[src/sv/cpr_pkg.sv]
`default_nettype none
package cpr_pkg;

  // Quotient or root bits resolved per pipeline stage in the iterative units.
  localparam int unsigned SPS = 4;

  // Divider quotient width: one bit beyond the 16-bit result range, enough to saturate.
  localparam int unsigned DIV_QW = 17;
  localparam int unsigned DIV_ST = (DIV_QW + SPS - 1) / SPS;

  // Square root of a 40-bit radicand gives a 20-bit root.
  localparam int unsigned SQ_RW = 40;
  localparam int unsigned SQ_QW = SQ_RW / 2;
  localparam int unsigned SQ_ST = (SQ_QW + SPS - 1) / SPS;

  // Velocity divider operands.
  localparam int unsigned VN_W = 28;
  localparam int unsigned VD_W = 12;
  // Push-out divider operands.
  localparam int unsigned PN_W = 34;
  localparam int unsigned PD_W = 21;

  // A quotient magnitude becomes a signed value. An overflowed quotient is clamped
  // to the largest magnitude, which saturates the same way as the true value.
  function automatic logic signed [DIV_QW:0] apply_sign(input logic neg, input logic ovf,
                                                       input logic [DIV_QW-1:0] q);
    logic [DIV_QW-1:0] m;
    m = ovf ? '1 : q;
    return neg ? -$signed({1'b0, m}) : $signed({1'b0, m});
  endfunction

  function automatic logic [15:0] sat16(input logic signed [DIV_QW+1:0] v);
    logic [15:0] r;
    if (v > 19'sd32767) begin
      r = 16'h7fff;
    end else if (v < -19'sd32768) begin
      r = 16'h8000;
    end else begin
      r = v[15:0];
    end
    return r;
  endfunction

endpackage
`default_nettype wire

[src/sv/cpr_div.sv]
`default_nettype none
// Pipelined restoring divider. The caller guarantees num_i < den_i * 2**QW.
module cpr_div import cpr_pkg::*; #(
  parameter int unsigned NW = 28,
  parameter int unsigned DW = 12,
  parameter int unsigned QW = 17,
  parameter int unsigned TW = 1,
  localparam int unsigned NST = (QW + SPS - 1) / SPS
) (
  input  wire logic           clk_i,
  input  wire logic [NST-1:0] en_i,
  input  wire logic [NW-1:0]  num_i,
  input  wire logic [DW-1:0]  den_i,
  input  wire logic [TW-1:0]  side_i,
  output logic      [QW-1:0]  quo_o,
  output logic      [TW-1:0]  side_o
);

  logic [DW-1:0] rem_d [NST];
  logic [DW-1:0] rem_q [NST];
  logic [QW-1:0] low_d [NST];
  logic [QW-1:0] low_q [NST];
  logic [QW-1:0] quo_d [NST];
  logic [QW-1:0] quo_q [NST];
  logic [DW-1:0] den_d [NST];
  logic [DW-1:0] den_q [NST];
  logic [TW-1:0] side_d [NST];
  logic [TW-1:0] side_q [NST];

  always_comb begin
    logic [DW:0]   t;
    logic [DW-1:0] rem;
    logic [DW-1:0] den;
    logic [QW-1:0] low;
    logic [QW-1:0] quo;
    logic [TW-1:0] side;
    for (int st = 0; st < NST; st++) begin
      t = '0;
      if (st == 0) begin
        rem  = DW'(num_i >> QW);
        low  = num_i[QW-1:0];
        quo  = '0;
        den  = den_i;
        side = side_i;
      end else begin
        rem  = rem_q[st-1];
        low  = low_q[st-1];
        quo  = quo_q[st-1];
        den  = den_q[st-1];
        side = side_q[st-1];
      end
      for (int j = 0; j < SPS; j++) begin
        if (st * SPS + j < QW) begin
          t   = {rem, low[QW-1]};
          low = {low[QW-2:0], 1'b0};
          if (t >= {1'b0, den}) begin
            rem = DW'(t - {1'b0, den});
            quo = {quo[QW-2:0], 1'b1};
          end else begin
            rem = t[DW-1:0];
            quo = {quo[QW-2:0], 1'b0};
          end
        end
      end
      rem_d[st]  = rem;
      low_d[st]  = low;
      quo_d[st]  = quo;
      den_d[st]  = den;
      side_d[st] = side;
    end
  end

  always_ff @(posedge clk_i) begin
    for (int st = 0; st < NST; st++) begin
      if (en_i[st]) begin
        rem_q[st]  <= rem_d[st];
        low_q[st]  <= low_d[st];
        quo_q[st]  <= quo_d[st];
        den_q[st]  <= den_d[st];
        side_q[st] <= side_d[st];
      end
    end
  end

  assign quo_o  = quo_q[NST-1];
  assign side_o = side_q[NST-1];

endmodule
`default_nettype wire

[config.mk]
export PLATFORM = sky130hd
export DESIGN_NAME = cpr_div
export DESIGN_NICKNAME = d
export VERILOG_FILES = /design/src/sv/cpr_pkg.sv /design/src/sv/cpr_div.sv
export SDC_FILE = /design/constraint.sdc
export NUM_CORES = 1
export LEC_CHECK = 0
export BUFFER_PORTS_ARGS = -buffer_cell sky130_fd_sc_hd__clkbuf_2
export CELL_PAD_IN_SITES_DETAIL_PLACEMENT = 2
export CELL_PAD_IN_SITES_GLOBAL_PLACEMENT = 2
export CORE_MARGIN = 2
export CORE_UTILIZATION = 45
export DETAILED_ROUTE_END_ITERATION = 10
export PLACE_DENSITY = 0.91
export SLEW_MARGIN = 40
export SYNTH_ARGS = -nofsm -noshare
export SYNTH_HDL_FRONTEND = slang
export SYNTH_SLANG_ARGS = --single-unit
[constraint.sdc]
create_clock -name clk_i -period 28.2 [get_ports clk_i]
set_clock_uncertainty 0.15 [all_clocks]
set_input_delay 1.41 -clock clk_i [delete_from_list [all_inputs] [get_ports clk_i]]
set_output_delay 1.41 -clock clk_i [all_outputs]
set_load 0.05 [all_outputs]
==> qor.yml <==
global_routing:
  grt_first_pass_wirelength_mm: 124
  antenna_found_initial: 2
  track_usage: 0.405
  grt_max_degree: 43
  grt-ovfl-total: 0
  first_global_vias: 18796
timing:
  fin_setup_tns_ps: 0
  rsz0062_at_grt: "false"
  clock.fmax_mhz: 72.5
  relSlewSlack: 0.372
  finalCriticalPeriod_ps: 13790
  setup_violations: 0
  hold_viol_final: 0
  min_period_over_period: 0.489
  slew_violations: 0
  tightest_slew_ps: 929
clocking:
  cts_root_buf: "clkbuf_16"
  post_cts.repair.setup_buffers: 0
  cts-htree-levels: 4
  clk_path_buf_depth: 2
  cts_tree: "done"
  clock-sinks: 186
  ctsResizeCount: 0
  clk_pin_slew_ps: 90
  cts_made_buffers: 17
  clk_latency_ps: 490
  hold_buffers: 0
worst_setup_path:
  r2r_setup_slack_ps: 14410
  required_ps: 28270
  cp_slowest_cell: "a211oi_2"
  slowest_delay_ps: 750
  cp-end-kind: "flip-flop"
  start_kind: "flip-flop"
  crit_arrival_ps: 13860
  reg2reg_depth: 39
  crit_path_max_fanout: 17
  crit_type: "flip-flop to flip-flop"
  crit_path_frequent_cell: "ha_1"
floorplanning:
  dieArea_um2: 40300
  design.core.area_um2: 38500
  rows: 72
  dieHeight_um: 201
  start_util: 0.453
  ioPinCount: 65
  die_w_um: 201
synthesis:
  synth_edf_count: 186
  syn_nets: 2076
  yosysSeqAreaShare: 0.320
  synth_area_per_cell_um2: 9.64
  ys.flop_type: "edfxtp_1"
  synth.top_cells.by_area: "edfxtp_1 32%, ha_1 15%, mux2_2 5.3%, xnor2_1 4.2%, inv_1 3.6%"
  synth_most_common_cell: "ha_1"
  synth_seq_cells: 186
  yosysUniqueCellTypes: 79
  ys_async_sr_fraction: 0
  yosys_warnings: 0
  synth.largest_area_cell: "edfxtp_1"
  synth_commonest_cells: "204 x ha_1, 186 x edfxtp_1, 166 x inv_1"
  synth_top_area_share: 0.320
  syn_inst: 1809
  syn_area_um2: 17400
final_layout:
  nNetsFinal: 2143
  stdcell_count: 2408
  drive_above_1_share: 0.120
  syn2layout_area_growth_pct: 8.82
  nFillCells: 4025
place:
  dp_cells: 2375
  finalWeightedCongestion: 0.957
  place_hpwl_mm: 54.5
  io_buffer_count: 64
drt:
  drc: 0
  drt-pass1-iter-count: 6
  drt-wirelength-per-cell_um: 34.0
  vias: 16830
  vias_per_cell: 6.99
  drtIter0Drc: 1532
  antenna_left: 0
  routed_wl_mm: 82.0
job:
  maxCapViolCount: 0
worst_hold_path:
  worstHoldPathCells: 0
  hp-class: "flip-flop to flip-flop"
status:
  outcome: "finished clean"
==> cells in the final DEF (no fill, tap or decap), types with 12 or more instances in the layout <==
cell	count
a211oi_1	33
a21o_1	48
a21oi_1	121
a221o_1	22
a31oi_1	14
and3_1	16
clkbuf_16	17
clkbuf_2	62
edfxtp_1	186
fa_1	16
ha_1	204
inv_1	166
mux2_2	82
mux2i_1	29
nand2_1	78
nand2b_1	26
nand3_1	42
nand4_1	36
nor2_1	119
nor2b_1	46
nor3_1	42
nor4_1	15
o211ai_1	17
o21a_1	47
o21ai_0	80
o21bai_1	12
o31ai_1	15
xnor2_1	83
xor2_1	33
==> sequential cells by signal, indices dropped and copies added, names as in the netlist <==
name,flops
quo_q,57
den_q,48
side_q,5
low_q,28
rem_q,48
==> metrics by stage <==
stage	setup slack (ps)	instance area (um2)	util	hold slack [ps]
final	14410	19000	0.493	270
after global placement	16250	18400	0.477	252
after floorplan	17420	17400	-	250
after global routing	13980	19000	0.493	284
after CTS	14720	19000	0.493	273
after detailed placement	15310	18400	0.478	255
==> final timing paths <==
check / from / end
worst max-delay path: den_q[0][25]$_DFFE_PP_ / rem_q[0][39]$_DFFE_PP_
worst min-delay path: quo_q[0][55]$_DFFE_PP_ / quo_q[0][73]$_DFFE_PP_
worst max register to register: den_q[0][25]$_DFFE_PP_ / rem_q[0][39]$_DFFE_PP_
worst min register to register: quo_q[0][55]$_DFFE_PP_ / quo_q[0][73]$_DFFE_PP_
==> critical path: cells and delay by family, from the launching register on <==
kind	cells	cell delay (ps)
mux	1	490
flops	1	510
buf+inv	6	1810
compound gates	18	6700
simple gates	10	2480
fa+ha+maj	4	1350
==> layer usage <==
metal	vias up	global-route usage	share of wire
met5	-	0	0.00023
met3	408	0.0703	0.066
li1	6966	-	-
met1	8444	0.455	0.37
met2	1010	0.705	0.49
met4	2	0.272	0.071
==> cell type report <==
type / instances / area (um2) / share of cell area
antenna: 1 / 2.50 / 0.000132
clock buffer: 17 / 425 / 0.0224
clock inverter: 15 / 158 / 0.00831
inverter: 170 / 638 / 0.0336
multi-input combinational: 1426 / 11100 / 0.585
sequential: 186 / 5590 / 0.294
tap: 518 / 648 / 0.0342
timing repair buffer: 75 / 412 / 0.0217
==> cells by family (layout without fill, tap and decap cells) <==
logic type	Yosys count	after routing	synth area share
AOI/OAI and AO/OA	504	504	0.200
and+or+nand+nor	468	468	0.137
adders and majority gates	220	220	0.165
buffers and inverters	197	277	0.0438
DFF	186	186	0.320
muxes	118	118	0.0756
xor gates and xnor gates	116	116	0.0583
other	0	1	0
Power is left out: the tool's default activity adds up to more than one toggle a clock period on the data nets, which glitch-free logic cannot reach.
