===== config.mk =====
export PLATFORM = sky130hd
export DESIGN_NAME = cpr_sqrt
export DESIGN_NICKNAME = d
export VERILOG_FILES = /design/src/sv/cpr_pkg.sv /design/src/sv/cpr_sqrt.sv
export SDC_FILE = /design/constraint.sdc
export NUM_CORES = 1
export LEC_CHECK = 0
export BUFFER_PORTS_ARGS = -buffer_cell sky130_fd_sc_hd__buf_2
export CELL_PAD_IN_SITES_DETAIL_PLACEMENT = 1
export CELL_PAD_IN_SITES_GLOBAL_PLACEMENT = 2
export CORE_ASPECT_RATIO = 0.8
export CORE_UTILIZATION = 36
export DETAILED_ROUTE_END_ITERATION = 6
export GPL_TIMING_DRIVEN = 0
export PLACE_DENSITY_LB_ADDON = 0.1
export SLEW_MARGIN = 20
export SYNTH_ARGS = -nofsm -noshare
export SYNTH_HDL_FRONTEND = slang
export SYNTH_SLANG_ARGS = --single-unit
export TNS_END_PERCENT = 10

===== constraint.sdc =====
create_clock -name clk_i -period 10.29 [get_ports clk_i]
set_input_delay 1.5435 -clock clk_i [delete_from_list [all_inputs] [get_ports clk_i]]
set_output_delay 1.5435 -clock clk_i [all_outputs]
set_load 0.03 [all_outputs]

===== src/sv/cpr_pkg.sv =====
`default_nettype none
package cpr_pkg;

  // Quotient or root bits resolved per pipeline stage in the iterative units.
  localparam int unsigned SPS = 4;

  // Divider quotient width: one bit beyond the 16-bit result range, enough to saturate.
  localparam int unsigned DIV_QW = 17;
  localparam int unsigned DIV_ST = (DIV_QW + SPS - 1) / SPS;

  // Square root of a 40-bit radicand gives a 20-bit root.
  localparam int unsigned SQ_RW = 40;
  localparam int unsigned SQ_QW = SQ_RW / 2;
  localparam int unsigned SQ_ST = (SQ_QW + SPS - 1) / SPS;

  // Velocity divider operands.
  localparam int unsigned VN_W = 28;
  localparam int unsigned VD_W = 12;
  // Push-out divider operands.
  localparam int unsigned PN_W = 34;
  localparam int unsigned PD_W = 21;

  // A quotient magnitude becomes a signed value. An overflowed quotient is clamped
  // to the largest magnitude, which saturates the same way as the true value.
  function automatic logic signed [DIV_QW:0] apply_sign(input logic neg, input logic ovf,
                                                       input logic [DIV_QW-1:0] q);
    logic [DIV_QW-1:0] m;
    m = ovf ? '1 : q;
    return neg ? -$signed({1'b0, m}) : $signed({1'b0, m});
  endfunction

  function automatic logic [15:0] sat16(input logic signed [DIV_QW+1:0] v);
    logic [15:0] r;
    if (v > 19'sd32767) begin
      r = 16'h7fff;
    end else if (v < -19'sd32768) begin
      r = 16'h8000;
    end else begin
      r = v[15:0];
    end
    return r;
  endfunction

endpackage
`default_nettype wire


===== src/sv/cpr_sqrt.sv =====
`default_nettype none
// Pipelined digit-by-digit integer square root, floor(sqrt(rad_i)).
module cpr_sqrt import cpr_pkg::*; #(
  parameter int unsigned RW = 40,
  parameter int unsigned TW = 1,
  localparam int unsigned QW = RW / 2,
  localparam int unsigned NST = (QW + SPS - 1) / SPS
) (
  input  wire logic           clk_i,
  input  wire logic [NST-1:0] en_i,
  input  wire logic [RW-1:0]  rad_i,
  input  wire logic [TW-1:0]  side_i,
  output logic      [QW-1:0]  root_o,
  output logic      [TW-1:0]  side_o
);

  logic [QW+1:0] rem_d [NST];
  logic [QW+1:0] rem_q [NST];
  logic [QW-1:0] root_d [NST];
  logic [QW-1:0] root_q [NST];
  logic [RW-1:0] rad_d [NST];
  logic [RW-1:0] rad_q [NST];
  logic [TW-1:0] side_d [NST];
  logic [TW-1:0] side_q [NST];

  always_comb begin
    logic [QW+3:0] t;
    logic [QW+3:0] trial;
    logic [QW+1:0] rem;
    logic [QW-1:0] root;
    logic [RW-1:0] rad;
    logic [TW-1:0] side;
    for (int st = 0; st < NST; st++) begin
      t     = '0;
      trial = '0;
      if (st == 0) begin
        rem  = '0;
        root = '0;
        rad  = rad_i;
        side = side_i;
      end else begin
        rem  = rem_q[st-1];
        root = root_q[st-1];
        rad  = rad_q[st-1];
        side = side_q[st-1];
      end
      for (int j = 0; j < SPS; j++) begin
        if (st * SPS + j < QW) begin
          t     = {rem, rad[RW-1:RW-2]};
          rad   = {rad[RW-3:0], 2'b00};
          trial = {2'b00, root, 2'b01};
          if (t >= trial) begin
            rem  = (QW+2)'(t - trial);
            root = {root[QW-2:0], 1'b1};
          end else begin
            rem  = (QW+2)'(t);
            root = {root[QW-2:0], 1'b0};
          end
        end
      end
      rem_d[st]  = rem;
      root_d[st] = root;
      rad_d[st]  = rad;
      side_d[st] = side;
    end
  end

  always_ff @(posedge clk_i) begin
    for (int st = 0; st < NST; st++) begin
      if (en_i[st]) begin
        rem_q[st]  <= rem_d[st];
        root_q[st] <= root_d[st];
        rad_q[st]  <= rad_d[st];
        side_q[st] <= side_d[st];
      end
    end
  end

  assign root_o = root_q[NST-1];
  assign side_o = side_q[NST-1];

endmodule
`default_nettype wire


==> results.py, run 1 <==
metrics = {
    "run_status": {
        "status": "finished, final reports clean",
    },
    "timing": {
        "drv_slew": 0,
        "grt_setup_unrepaired": "true",
        "relSlewSlack_pct": 36.00,
        "tightest_slew_ns": 0.9480,
        "hold_viol_final": 0,
        "min_period_over_period_pct": 97.96,
        "fmax_mhz": 99.21,
        "skew_ns": 0.02221,
        "fin_tns_setup_ns": 0,
        "setup-violations-final": 0,
        "fin_crit_ns": 10.08,
    },
    "floorplan": {
        "io_pins": 68,
        "initial_core_util_pct": 36.38,
        "die_height_microns": 232.4,
        "die_w_microns": 290.0,
        "coreArea_sq_mm": 0.06569,
        "row_count": 84,
        "die-area_sq_mm": 0.06742,
    },
    "synthesis": {
        "synthArstFlopShare_pct": 0,
        "synth_top_area_share_pct": 29.28,
        "synth.avg_cell_area_sq_um": 8.516,
        "yosys.area_share.adder_pct": 11.99,
        "yosys-top-cells-area": "edfxtp_1 (29%), ha_1 (12%), xnor2_1 (6.5%)",
        "synth_common_cells": "a21oi_1 (269), nor2_1 (255), nand2_1 (242)",
        "synth_top_area_cell": "edfxtp_1",
        "yosysSeqAreaShare_pct": 29.28,
        "synth_cell_types": 102,
        "synth_compound_gate_area_share_pct": 21.54,
        "synthMuxAreaShare_pct": 2.267,
        "syn_area_sq_mm": 0.02390,
        "synth_flop_cell": "edfxtp_1",
        "synth_seq_cells": 233,
        "synth_top_family_by_area": "compound AO/OA/AOI/OAI gates",
        "synth_most_common_cell": "a21oi_1",
        "synth_xor_area_share_pct": 9.933,
        "yosysWarnings": 0,
        "synth-simple-area-share_pct": 20.91,
        "synth_cells": 2806,
        "synth-edff-count": 233,
    },
    "pwr": {
        "power.share.clock_pct": 10.3,
        "swShare_pct": 49.38,
        "comb_power_share_pct": 74.3,
        "p_seq_share_pct": 15.4,
        "switching_power_mw": 4.914,
        "intPower_mw": 5.038,
        "p_leak_nw": 11.56,
        "p_per_area_mw_per_mm2": 344.0,
        "ir_drop_uv": 170.8,
    },
    "finish": {
        "area_growth_pct": 21.07,
        "final_nets": 3313,
        "drive_above_1_share_pct": 20.35,
        "instances_no_fill": 3917,
        "nFillCells": 7630,
        "n_antenna_cell": 0,
    },
    "clock_tree": {
        "insertion_delay_ns": 0.58,
        "clockBufferDepth": 3,
        "path_clk_slew_ns": 0.06,
        "cts_made_buffers": 27,
        "clkSinkCount": 233,
        "cts_tree": "built",
        "hold_buffers": 0,
        "cts-root-buf": "clkbuf_16",
        "cts_max_level": 1,
    },
    "drt": {
        "wl_per_cell_microns": 22.38,
        "drcViolationCount": 0,
        "firstDrtPassIters": 5,
        "finalWirelength_microns": 87680,
        "vias": 22262,
        "ant_nets": 0,
        "drt_iter0_markers": 1198,
        "via_per_inst": 5.683,
    },
    "min_path": {
        "hold_depth": 0,
        "worstHoldPathType": "flip-flop to flip-flop",
    },
    "run": {
        "max_cap_viol_count": 0,
    },
    "placed_design": {
        "dpl.cell_count": 3735,
        "globalplace.congestion": 0.8727,
        "portBuffers": 66,
        "dp.final_hpwl_microns": 68460,
    },
    "critical_path": {
        "worstSetupStartpointType": "flip-flop",
        "crit_arrival_ns": 10.39,
        "critPathSlowestCell": "or4_4",
        "critPathRequiredTime_ns": 10.60,
        "critPathMaxFanout": 10,
        "ff2ff_path_depth": 41,
        "crit_top_cell": "buf_8",
        "worstSetupEndpointType": "flip-flop",
        "slowest_delay_ns": 0.55,
        "worst-setup-path-type": "flip-flop to flip-flop",
    },
    "global_routing": {
        "overflow": 0,
        "antenna_found_initial": 2,
        "grt_pass1_vias": 22358,
        "grt_pass1_wl_microns": 132100,
        "grt_max_degree": 52,
        "grtUsageTotal_pct": 24.98,
    },
}
-- what timing repair did --
action | in CTS | in global routing
cloned | 0 | 1
resized for setup | 234 | 186
setup buffers | 59 | 87
pin swaps | 33 | 75
hold endpoints to repair | 0 | 0
endpoints found under the setup margin | 72 | 70
-- cell families after synthesis --
family	count (synthesis)
AO/OA/AOI/OAI	797
flip-flops	233
buffers and inverters	247
AND/OR/NAND/NOR	978
multiplexers	50
other	1
XOR/XNOR	271
adder cells (fa/ha/maj)	229
-- cell usage in the layout (no fill, tap or decap), types with 16 or more instances in the layout --
cell / count
ha_1: 187
ha_4: 27
edfxtp_1: 233
o31ai_1: 18
xnor2_1: 175
a21oi_1: 224
or3_1: 20
buf_4: 156
a31oi_1: 35
clkbuf_16: 31
and2_1: 19
o21bai_1: 26
a21o_1: 84
nor3_1: 65
xor2_1: 93
nand2b_1: 36
nand2_1: 229
clkinvlp_4: 21
mux2i_1: 17
nor3b_1: 16
a21oi_2: 35
o21ai_1: 20
and3_1: 33
o21ai_0: 109
nand3_1: 71
clkbuf_1: 21
inv_1: 133
mux2_2: 30
nor2b_1: 33
o211ai_1: 28
nand4_1: 37
or2_2: 20
nor2_1: 236
o21a_1: 25
buf_2: 67
inv_2: 16
nor4_1: 27
a211oi_1: 18
-- area by class of cell --
class,count,area [sq um],area share (%)
plain buffers,58,543.0,1.877
clock buffers,30,686.9,2.374
clock inverters,19,241.5,0.8347
inverters,175,749.5,2.591
multi-input cells,2327,17130,59.22
flip-flops and latches,233,6997,24.18
well taps,860,1076,3.719
repair buffers,215,1503,5.194
-- stage by stage --
step / cell area, sq um / utilization, % / power, mW / setup WS [ns] / hold WS (ns)
floorplan: 23900 / - / 6.277 / 0.01847 / 0.4003
global placement: 25310 / 38.53 / 7.887 / -3.600 / 0.4009
detailed placement: 25380 / 38.63 / 8.039 / -3.739 / 0.4052
CTS: 27610 / 42.04 / 9.498 / 0.0004476 / 0.4199
global route: 28930 / 44.04 / 10.74 / -0.09314 / 0.4303
finish: 28930 / 44.04 / 9.952 / 0.2101 / 0.4186
-- worst paths after layout --
| check | startpoint | end | slack, ns |
|---|---|---|---|
| setup / recovery | root_q[0][42] | rem_q[0][77] | 0.21 |
| hold / removal | rad_q[0][12] | rad_q[0][52] | 0.42 |
| setup reg to reg | root_q[0][42] | rem_q[0][77] | 0.21 |
| hold reg to reg | rad_q[0][12] | rad_q[0][52] | 0.42 |
-- sequential cells by signal, indices dropped and copies added, names as in the netlist --
signal	flops
side_q	5
rad_q	80
rem_q	88
root_q	60
-- power by group through the flow --
stage          sequential [mW]  clock (mW)  combinational [mW]
2_1_floorplan             1.47           0                4.80
3_3_place_gp              1.54           0                6.34
3_5_place_dp              1.54           0                6.50
4_1_cts                   1.53        1.06                6.91
5_1_grt                   1.55        1.09                8.10
6_report                  1.53        1.03                7.40
-- per-layer routing --
| layer | vias to the layer above | global-route usage (%) | routed length, microns |
|---|---|---|---|
| met4 | 2 | 5.602 | 1834 |
| met3 | 80 | 2.312 | 2437 |
| met5 | - | 0 | 13 |
| li1 | 10870 | - | - |
| met2 | 309 | 41.54 | 40360 |
| met1 | 11001 | 35.00 | 43030 |
-- worst max-delay path, delay by kind of cell, from the launching register on --
family,cells,cell delay [ns]
compound gates,9,1.87
fa+ha+maj,4,1.01
buf+inv,9,1.44
flops,1,0.52
mux,1,0.28
simple gates,18,4.66
Power figures use the tool's default switching activity.
==> run 2, diff against run 1 <==
--- a/config.mk
+++ b/config.mk
@@ -9,6 +9,7 @@
 export CELL_PAD_IN_SITES_DETAIL_PLACEMENT = 1
 export CELL_PAD_IN_SITES_GLOBAL_PLACEMENT = 2
 export CORE_ASPECT_RATIO = 0.8
+export CORE_MARGIN = 1.5
 export CORE_UTILIZATION = 36
 export DETAILED_ROUTE_END_ITERATION = 6
 export GPL_TIMING_DRIVEN = 0
==> results.py, run 2 (synthesis results as in run 1) <==
metrics = {
    "critical_path": {
        "slowest_delay_ns": 0.55,
        "worstSetupStartpointType": "flip-flop",
        "crit_arrival_ns": 10.36,
        "ff2ff_path_depth": 38,
        "worst-setup-path-type": "flip-flop to flip-flop",
        "critPathSlowestCell": "or4_4",
        "worstSetupEndpointType": "flip-flop",
        "reg2reg_slack_ns": 0.28,
        "critPathMaxFanout": 10,
        "critPathRequiredTime_ns": 10.63,
        "worstReg2RegEnd": "rem_q[0][77]",
        "r2r_start": "root_q[0][42]",
    },
    "placed_design": {
        "globalplace.congestion": 0.8662,
        "dp.final_hpwl_microns": 68590,
        "portBuffers": 66,
    },
    "timing": {
        "fin_tns_setup_ns": 0,
        "setup-violations-final": 0,
        "min_period_over_period_pct": 97.31,
        "tightest_slew_ns": 0.9430,
        "drv_slew": 0,
        "relSlewSlack_pct": 36.31,
        "grt_setup_unrepaired": "true",
        "hold_viol_final": 0,
        "skew_ns": 0.02576,
        "fin_crit_ns": 10.01,
        "hold_slack_ns": 0.4165,
        "fmax_mhz": 99.87,
    },
    "global_routing": {
        "use_met3_pct": 2.607,
        "busiest_layer": "met2",
        "grt_max_degree": 52,
        "grtUsageMet1_pct": 34.68,
        "antenna_found_initial": 1,
        "grt_pass1_wl_microns": 132800,
        "overflow": 0,
        "grtUsageTotal_pct": 24.96,
        "gr-usage-met2_pct": 41.63,
        "grt_pass1_vias": 22531,
    },
    "pwr": {
        "comb_power_share_pct": 74.4,
        "p_leak_nw": 11.60,
        "switching_power_mw": 4.957,
        "swShare_pct": 49.57,
        "p_per_area_mw_per_mm2": 345.8,
        "intPower_mw": 5.042,
        "p_seq_share_pct": 15.3,
        "power.share.clock_pct": 10.3,
        "ir_drop_uv": 178.0,
        "total_power_mw": 9.999,
    },
    "clock_tree": {
        "hold_buffers": 0,
        "cts_tree": "built",
        "insertion_delay_ns": 0.62,
        "clkSinkCount": 233,
        "cts_made_buffers": 29,
        "cts-root-buf": "clkbuf_16",
        "cts_max_level": 1,
        "clockBufferDepth": 3,
        "path_clk_slew_ns": 0.06,
    },
    "finish": {
        "largest_reg_flops": 88,
        "area_growth_pct": 21.01,
        "n_antenna_cell": 0,
        "postLayoutCoreUtil_pct": 44.02,
        "final_cell_mix": "nor2_1 (240), edfxtp_1 (233), nand2_1 (229)",
        "nFillCells": 7582,
        "layout_commonest_cell": "nor2_1",
        "regMostFlops": "rem_q",
        "drive_above_1_share_pct": 19.96,
        "final_nets": 3308,
        "largest_registers": "rem_q: 88 flops, rad_q: 80 flops, root_q: 60 flops",
    },
    "min_path": {
        "hold_depth": 0,
        "worstHoldPathType": "flip-flop to flip-flop",
        "min_from": "rad_q[0][84]",
        "whs_endpoint": "rad_q[0][124]",
    },
    "floorplan": {
        "io_pins": 68,
        "die_height_microns": 233.4,
        "coreArea_sq_mm": 0.06569,
        "initial_core_util_pct": 36.38,
        "die_w_microns": 291.0,
        "row_count": 84,
        "die-area_sq_mm": 0.06794,
    },
    "drt": {
        "finalWirelength_microns": 87360,
        "vias": 22353,
        "wl_per_cell_microns": 22.34,
        "via_per_inst": 5.715,
        "drt_iter0_markers": 1245,
        "firstDrtPassIters": 5,
        "drcViolationCount": 0,
        "ant_nets": 0,
    },
    "run_status": {
        "status": "finished, final reports clean",
    },
    "run": {
        "max_cap_viol_count": 0,
    },
}
run 2: worst max-delay path, delay by kind of cell (launching register included):
kind / cells / cell delay (ns)
buf+inv: 7 / 1.22
mux: 2 / 0.62
simple gates: 15 / 4.10
fa+ha+maj: 4 / 1.22
compound gates: 10 / 2.04
flops: 1 / 0.49
run 2: repair_timing:
action	4_1_cts	5_1_grt
buffers inserted	58	83
pin swaps	31	72
gates resized for setup	244	167
endpoints found under the setup margin	72	70
run 2: worst max path at each step:
stage               cells past startpoint             to           from
floorplan                              63  root_q[0][80]  root_q[0][60]
global placement                       63  root_q[0][80]  root_q[0][60]
detailed placement                     63  root_q[0][80]  root_q[0][60]
CTS                                    60  root_q[0][80]  root_q[0][63]
global route                           59  root_q[0][80]  root_q[0][60]
finish                                 38   rem_q[0][77]  root_q[0][42]
run 2: stage by stage:
stage	worst slack (ns)	std cells	cell area, sq um
final	0.2767	3911	28920
after global routing	-0.1585	3911	28920
after CTS	-0.01983	3833	27630
after detailed placement	-3.798	3735	25380
after global placement	-3.618	3733	25310
after floorplan	0.01847	2807	23900
run 2: area by class of cell:
| type | instances | area [sq um] | area share, % |
|---|---|---|---|
| plain buffers | 57 | 528.0 | 1.826 |
| clock buffers | 33 | 740.7 | 2.562 |
| clock inverters | 17 | 190.2 | 0.6577 |
| inverters | 175 | 752.0 | 2.601 |
| multi-input cells | 2327 | 17140 | 59.28 |
| flip-flops and latches | 233 | 6997 | 24.20 |
| well taps | 860 | 1076 | 3.721 |
| repair buffers | 209 | 1491 | 5.158 |
run 2: layer usage:
metal / part of all wire [%] / wire [microns]
met1: 49 / 42750
met2: 46 / 40250
met3: 2.9 / 2518
met4: 2.1 / 1849
met5: 0 / 0
run 2: power by group through the flow:
stage	Combinational, mW	Clock (mW)	Sequential (mW)
after global placement	6.33	0	1.54
after floorplan	4.80	0	1.47
after detailed placement	6.52	0	1.54
after CTS	6.95	1.06	1.53
after global routing	8.15	1.09	1.55
final	7.44	1.03	1.53
